### src/design/drpk_pkg.sv
// shared types, constants and lookup functions for the der rsa public key parser
// no dependencies; imported by drpk_step and der_rsa_public_key_parser
package drpk_pkg;

	localparam int MAX_LEN_BYTES = 8;
	localparam int LEN_W         = 8 * MAX_LEN_BYTES;
	localparam int LEN_CNT_W     = $clog2(MAX_LEN_BYTES + 1);

	// status codes
	localparam logic [2:0] ST_BUSY  = 3'd0;
	localparam logic [2:0] ST_DONE  = 3'd1;
	localparam logic [2:0] ST_EARLY = 3'd2;
	localparam logic [2:0] ST_TAG   = 3'd3;
	localparam logic [2:0] ST_LEN   = 3'd4;
	localparam logic [2:0] ST_OID   = 3'd5;
	localparam logic [2:0] ST_NULL  = 3'd6;
	localparam logic [2:0] ST_BITS  = 3'd7;

	// elements of the fixed layout
	localparam logic [2:0] EL_OUTER  = 3'd0;
	localparam logic [2:0] EL_INNER  = 3'd1;
	localparam logic [2:0] EL_OID    = 3'd2;
	localparam logic [2:0] EL_NULL   = 3'd3;
	localparam logic [2:0] EL_BITS   = 3'd4;
	localparam logic [2:0] EL_RSASEQ = 3'd5;
	localparam logic [2:0] EL_MOD    = 3'd6;
	localparam logic [2:0] EL_EXP    = 3'd7;

	localparam logic [3:0] OID_LEN = 4'd9;
	localparam logic [3:0] OID_BAD = 4'd10;

	localparam logic [7:0] TAG_SEQ    = 8'h30;
	localparam logic [7:0] TAG_OID    = 8'h06;
	localparam logic [7:0] TAG_NULL   = 8'h05;
	localparam logic [7:0] TAG_BITS   = 8'h03;
	localparam logic [7:0] TAG_INT    = 8'h02;
	localparam logic [7:0] LONG_FORM  = 8'h80;
	localparam logic [7:0] COUNT_MASK = 8'h7F;

	typedef enum logic [7:0] {
		PH_TAG      = 8'b0000_0001,
		PH_LEN      = 8'b0000_0010,
		PH_LEN_EXT  = 8'b0000_0100,
		PH_OID_BODY = 8'b0000_1000,
		PH_UNUSED   = 8'b0001_0000,
		PH_MOD_BODY = 8'b0010_0000,
		PH_EXP_BODY = 8'b0100_0000,
		PH_DONE     = 8'b1000_0000
	} phase_t;

	typedef struct packed {
		logic [7:0] data_byte;
		logic       first_byte;
		logic       last_byte;
	} in_item_t;

	typedef struct packed {
		logic [2:0] status;
		logic       value_valid;
		logic       value_which;
		logic [7:0] value_byte;
		logic       value_last;
	} result_t;

	typedef struct packed {
		phase_t               phase;
		logic [2:0]           elem;
		logic [LEN_W-1:0]     length_value;
		logic [LEN_CNT_W-1:0] length_left;
		logic [LEN_W-1:0]     content_left;
		logic [3:0]           oid_index;
		logic [2:0]           status;
	} parse_state_t;

	localparam parse_state_t STATE_RESET = '{
		phase:        PH_TAG,
		elem:         EL_OUTER,
		length_value: '0,
		length_left:  '0,
		content_left: '0,
		oid_index:    '0,
		status:       ST_BUSY
	};

	function automatic logic [7:0] elem_tag(input logic [2:0] elem);
		logic [7:0] tag;
		unique case (elem)
			EL_OUTER, EL_INNER, EL_RSASEQ: tag = TAG_SEQ;
			EL_OID:                        tag = TAG_OID;
			EL_NULL:                       tag = TAG_NULL;
			EL_BITS:                       tag = TAG_BITS;
			default:                       tag = TAG_INT;
		endcase
		return tag;
	endfunction

	// rsaEncryption 1.2.840.113549.1.1.1
	function automatic logic [7:0] oid_byte(input logic [3:0] idx);
		logic [7:0] b;
		unique case (idx)
			4'd0:    b = 8'h2a;
			4'd1:    b = 8'h86;
			4'd2:    b = 8'h48;
			4'd3:    b = 8'h86;
			4'd4:    b = 8'hf7;
			4'd5:    b = 8'h0d;
			4'd6:    b = 8'h01;
			4'd7:    b = 8'h01;
			4'd8:    b = 8'h01;
			default: b = 8'h00;
		endcase
		return b;
	endfunction

endpackage

### src/design/drpk_step.sv
// next-state and result logic for one byte of the der key stream
// depends on drpk_pkg
module drpk_step (
	input  drpk_pkg::parse_state_t cur,
	input  drpk_pkg::in_item_t     item,
	output drpk_pkg::parse_state_t nxt,
	output drpk_pkg::result_t      res
);
	import drpk_pkg::*;

	// a length field has been fully read for the current element
	function automatic parse_state_t length_done(input parse_state_t s,
	                                             input logic [LEN_W-1:0] len);
		parse_state_t r;
		logic         zero;
		r    = s;
		zero = (len == '0);
		unique case (s.elem)
			EL_OUTER, EL_INNER, EL_RSASEQ: begin
				r.elem  = s.elem + 3'd1;
				r.phase = PH_TAG;
			end
			EL_OID: begin
				if (zero) begin
					r.status = ST_OID;
				end else begin
					r.content_left = len;
					r.oid_index    = '0;
					r.phase        = PH_OID_BODY;
				end
			end
			EL_NULL: begin
				if (!zero) begin
					r.status = ST_NULL;
				end else begin
					r.elem  = EL_BITS;
					r.phase = PH_TAG;
				end
			end
			EL_BITS: begin
				if (zero) r.status = ST_BITS;
				else r.phase = PH_UNUSED;
			end
			EL_MOD: begin
				if (zero) begin
					r.elem  = EL_EXP;
					r.phase = PH_TAG;
				end else begin
					r.content_left = len;
					r.phase        = PH_MOD_BODY;
				end
			end
			default: begin
				if (zero) begin
					r.status = ST_DONE;
					r.phase  = PH_DONE;
				end else begin
					r.content_left = len;
					r.phase        = PH_EXP_BODY;
				end
			end
		endcase
		return r;
	endfunction

	parse_state_t         base;
	logic [7:0]           data;
	logic [6:0]           count;
	logic [LEN_W-1:0]     lv_shift;
	logic [LEN_CNT_W-1:0] len_left_dec;
	logic [LEN_W-1:0]     content_dec;

	always_comb begin
		data         = item.data_byte;
		base         = item.first_byte ? STATE_RESET : cur;
		count        = data[6:0] & COUNT_MASK[6:0];
		lv_shift     = LEN_W'({base.length_value, data});
		len_left_dec = (base.length_left != '0) ? base.length_left - LEN_CNT_W'(1)
		                                         : base.length_left;
		content_dec  = (base.content_left != '0) ? base.content_left - LEN_W'(1)
		                                          : base.content_left;
		nxt          = base;
		res          = '0;

		if (!item.first_byte && cur.status != ST_BUSY) begin
			// sticky: hold state, report status only
			nxt        = cur;
			res.status = cur.status;
		end else begin
			unique case (base.phase)
				PH_TAG: begin
					if (data != elem_tag(base.elem)) nxt.status = ST_TAG;
					else nxt.phase = PH_LEN;
				end
				PH_LEN: begin
					if ((data & LONG_FORM) != '0) begin
						if (count > 7'(MAX_LEN_BYTES)) begin
							nxt.status = ST_LEN;
						end else if (count == '0) begin
							nxt = length_done(base, '0);
						end else begin
							nxt.length_left  = count[LEN_CNT_W-1:0];
							nxt.length_value = '0;
							nxt.phase        = PH_LEN_EXT;
						end
					end else begin
						nxt = length_done(base, LEN_W'(data));
					end
				end
				PH_LEN_EXT: begin
					nxt.length_value = lv_shift;
					nxt.length_left  = len_left_dec;
					if (len_left_dec == '0) begin
						nxt = length_done(nxt, lv_shift);
					end
				end
				PH_OID_BODY: begin
					if (base.oid_index < OID_LEN && data == oid_byte(base.oid_index))
						nxt.oid_index = base.oid_index + 4'd1;
					else
						nxt.oid_index = OID_BAD;
					nxt.content_left = content_dec;
					if (content_dec == '0) begin
						if (nxt.oid_index == OID_LEN) begin
							nxt.elem  = EL_NULL;
							nxt.phase = PH_TAG;
						end else begin
							nxt.status = ST_OID;
						end
					end
				end
				PH_UNUSED: begin
					if (data != '0) begin
						nxt.status = ST_BITS;
					end else begin
						nxt.elem  = EL_RSASEQ;
						nxt.phase = PH_TAG;
					end
				end
				PH_MOD_BODY, PH_EXP_BODY: begin
					res.value_valid  = 1'b1;
					res.value_which  = (base.phase == PH_EXP_BODY);
					res.value_byte   = data;
					nxt.content_left = content_dec;
					if (content_dec == '0) begin
						res.value_last = 1'b1;
						if (base.phase == PH_MOD_BODY) begin
							nxt.elem  = EL_EXP;
							nxt.phase = PH_TAG;
						end else begin
							nxt.status = ST_DONE;
							nxt.phase  = PH_DONE;
						end
					end
				end
				default: begin
				end
			endcase

			if (nxt.status == ST_BUSY && item.last_byte) nxt.status = ST_EARLY;
			res.status = nxt.status;
		end
	end

endmodule

### src/design/der_rsa_public_key_parser.sv
// der rsa public key parser: one result per input byte; each byte is held in the
// input stage register, and its result is then registered in the output register;
// one byte per cycle sustained throughput while out_ready stays high,
// set by the state update in drpk_step between input and result regs
// arst_n clears handshake valids and puts the parser at the outer sequence tag
// top level; depends on drpk_pkg and drpk_step
module der_rsa_public_key_parser (
	input  logic                clk,
	input  logic                arst_n,
	input  logic                in_valid,
	output logic                in_ready,
	input  drpk_pkg::in_item_t  in_data,
	output logic                out_valid,
	input  logic                out_ready,
	output drpk_pkg::result_t   out_data
);
	import drpk_pkg::*;

	in_item_t     item_s1;
	logic         valid_s1;
	parse_state_t state_q;
	parse_state_t state_nxt;
	result_t      res_nxt;
	result_t      out_q;
	logic         out_valid_q;
	logic         advance;

	assign advance   = valid_s1 && (!out_valid_q || out_ready);
	assign in_ready  = !valid_s1 || advance;
	assign out_valid = out_valid_q;
	assign out_data  = out_q;

	drpk_step u_step (
		.cur  (state_q),
		.item (item_s1),
		.nxt  (state_nxt),
		.res  (res_nxt)
	);

	always_ff @(posedge clk or negedge arst_n) begin
		if (!arst_n) begin
			valid_s1    <= 1'b0;
			out_valid_q <= 1'b0;
			state_q     <= STATE_RESET;
		end else begin
			valid_s1    <= (in_valid && in_ready) || (valid_s1 && !advance);
			out_valid_q <= advance || (out_valid_q && !out_ready);
			if (advance) state_q <= state_nxt;
		end
	end

	// payload registers
	always_ff @(posedge clk) begin
		if (in_valid && in_ready) item_s1 <= in_data;
		if (advance) out_q <= res_nxt;
	end

endmodule

### config.mk
export PLATFORM = sky130hd
export DESIGN_NAME = der_rsa_public_key_parser
export DESIGN_NICKNAME = d
export VERILOG_FILES = /design/src/design/drpk_pkg.sv /design/src/design/drpk_step.sv /design/src/design/der_rsa_public_key_parser.sv
export SDC_FILE = /design/constraint.sdc
export NUM_CORES = 1
export LEC_CHECK = 0
export ABC_AREA = 0
export BUFFER_PORTS_ARGS = -buffer_cell sky130_fd_sc_hd__buf_2
export CAP_MARGIN = 20
export CORE_MARGIN = 2
export CORE_UTILIZATION = 45
export DETAILED_ROUTE_END_ITERATION = 16
export HOLD_SLACK_MARGIN = 0.08
export PLACE_DENSITY = 0.7
export SLEW_MARGIN = 0
export SYNTH_ARGS = -nofsm -noshare
export SYNTH_HDL_FRONTEND = slang
export SYNTH_SLANG_ARGS = --single-unit
### constraint.sdc
create_clock -name clk -period 16.3 [get_ports clk]
set_input_delay 3.26 -clock clk [delete_from_list [all_inputs] [get_ports clk]]
set_output_delay 3.26 -clock clk [all_outputs]
set_load 0.05 [all_outputs]
==> metrics <==
Synth Area in Compound Gates=between 30% and 40%; Lkg Pwr=0.00524 uW; Worst Skew=12.8 ps; post-DP HPWL=about 34000 um; Cells after Synth=1650; share of layout cells above drive strength 1=approximately 8.3%; main combinational cell family by area after synthesis=compound AO/OA/AOI/OAI gates; synthesized area=~13000 um^2; Avg WL per Cell=between 20 and 30 um; largest net degree at the start of global routing=approximately 170; status=complete, no violations; period utilisation layout=a little over two fifths; first-iteration detailed-routing DRC count=about 2100; Gates resized, CTS repair=0; Post-Route WL=49900 um; Setup Viol. Count Final=0; clk root buf=clkbuf_16; most used cell, CP=buf_2; cts bufs inserted=17; sequential area share after synthesis=approximately 34%; CP Launch Type=input pin; TNS Setup=0 ps; worst setup path class=in2out; H-tree levels=4; Max-Slew Margin vs Limit=between 20 and 25%; max-slew violations=0; Worst-path clk slew=about 70 ps; post-cts hold buffer count=0; Worst Path Buf+Inv=2; Synth Area in Adders=less than 1%; global-route wire length before repair=between 70000 and 80000 um; clk buf depth=2; row count=between 60 and 70; post-synthesis simple-gate area fraction=26.8%; # IOs=30; Synth Register Bits=around 170; crit path max fanout=3; RSZ-0062 raised after global routing=no; Synth async-reset ratio=between 80 and 90%; Power Total=~1300 uW; EDFF count, synth=24; post-synthesis mux area share=1.04%; worst-path cell chain=buf_2 > nand3b_1 > buf_2; Worst EP arrival=approximately 3800 ps; Crit path required time=approximately 13000 ps; synthesis-to-finish area growth=7.64%; Setup crit end kind=primary output; all-layer global routing usage=32.9%; Worst-Margin Slew=1140 ps; DR vias=around 14000; ys flop type=dfrtp_1; TritonCTS clock tree=yes; nets@finish=roughly 1600; Final Hold Vio Count=0; max_cap viols=0; vias in the first global route=12577; YS warnings=0; Die Area=29800 um^2; starting density of the core=around 46%; PortBufs=29; Synth Area in XOR/XNOR=1.78%; core box area=roughly 28000 um^2; Worst R2R Setup Slack=around 11000 ps; Hold Crit Class=reg2reg; via density per instance=7.07; initial antenna violation count=1; Top delay family on crit path=buffers and inverters; Routed Antenna Nets=0; # diodes=0; Yosys cell types=roughly 80; CP max stage delay=approximately 230 ps; fill count=2701; footprint of the multi-input gates=just under 8000 um^2; chip height=173 um; Peak supply drop=0.0717 mV; syn_nets=~1700; drt pass-1 iters=6; register area=4330 um^2; post-layout min period=~7000 ps; WHS=roughly 490 ps; post-CTS setup buffers=0; max frequency=roughly 0.14 GHz; CP max stage cell=buf_2; # DRC=0; Die Wd=173 um; total gr overflow=0; Pwr Density=~92 nW/um^2; clock sink count=between 150 and 200; Skew-Pair Late Insertion Delay=approximately 450 ps; mean post-synth cell area=7.75 um^2; GPL Wtd Cong=just over 1
==> registers in the layout, indices dropped and copies added, names as in the netlist <==
| register | cells |
|---|---|
| out_valid | 1 |
| item_s1 | 10 |
| valid_s1 | 1 |
| out_data | 14 |
| state_q | 142 |
==> stage by stage <==
stage | area [um^2] | setup slack [ps] | utilization [%] | instances
floorplan | 12800 | 9300 | - | 1650
global placement | 13100 | 9270 | 47.2 | 1945
detailed placement | 13200 | 9270 | 47.2 | 1946
CTS | 13800 | 9260 | 49.4 | 1977
global route | 13800 | 9240 | 49.4 | 1977
finish | 13800 | 9260 | 49.4 | 1977
==> power by group <==
part           switching (uW)  internal (uW)  leakage [uW]
logic                     247            105       0.00273
registers                27.3            445       0.00221
clock network             191            252      0.000300
==> routing by layer <==
| layer | track usage (%) | vias up | share of wire, % |
|---|---|---|---|
| met5 | 0 | - | 0 |
| met4 | 10.6 | 0 | 2.6 |
| li1 | - | 6149 | - |
| met2 | 45.9 | 951 | 42 |
| met1 | 48.2 | 6762 | 42 |
| met3 | 9.92 | 110 | 14 |
==> cell type report <==
type / instances / share of cell area, %
Multi-Input combinational cell: 1317 / 57.1
Sequential cell: 168 / 31.4
Tap cell: 378 / 3.43
Clock buffer: 19 / 3.29
Timing Repair Buffer: 59 / 2.92
Clock inverter: 12 / 1.19
Inverter: 24 / 0.654
==> path summary, 6_finish.rpt <==
kind,startpoint,end,cells past startpoint
setup / recovery,out_ready,in_ready,3
setup reg to reg,state_q[26],out_data[11],11
hold / removal,valid_s1,out_valid,1
max in group asynchronous,arst_n,state_q[127],2
hold reg to reg,valid_s1,out_valid,1
min in group asynchronous,arst_n,valid_s1,1
==> cells in the final DEF (no fill, tap or decap), types with 8 or more instances in the layout <==
master	n
mux2i_1	11
nor3_1	54
o22ai_1	15
o21ai_0	183
xnor2_1	20
o21bai_1	9
or3_1	30
buf_4	28
a21o_1	10
nand3_1	34
a31oi_1	19
nor4_1	51
and3_1	12
dfrtp_1	143
ha_1	9
a211oi_1	15
o311ai_0	12
clkbuf_16	17
or2_2	9
nand2b_1	17
nand2_1	205
edfxtp_1	24
nor2b_1	23
o31ai_1	12
a22o_1	24
or4_1	21
a41oi_1	13
a32oi_1	8
inv_1	22
nor2_1	121
o211ai_1	21
buf_2	28
nand4_1	17
and2_1	16
a21oi_1	103
a22oi_1	81
==> Yosys cell counts, types with 21 or more instances <==
cell type	n	share of area, %
a22oi_1	81	4.8
nor2_1	125	3.7
nor3_1	55	2.2
or3_1	30	1.5
nand3_1	34	1.3
o211ai_1	21	1.2
nand2_1	206	6.0
nor4_1	51	2.5
inv_1	23	0.67
a22o_1	24	1.6
or4_1	21	1.2
o21ai_0	183	7.2
dfrtp_1	143	28
nor2b_1	23	1.1
a21oi_1	103	4.0
edfxtp_1	24	5.6
clkbuf_1	126	3.7
==> kinds of logic (layout without fill, tap and decap cells) <==
logic type | count (synthesis) | after routing
compound gates | 603 | 603
mux | 13 | 13
xor+xnor | 26 | 26
fa+ha+maj | 9 | 9
simple gates | 666 | 666
flops | 168 | 168
buf+inv | 165 | 114
(Power assumes the default switching activity.)
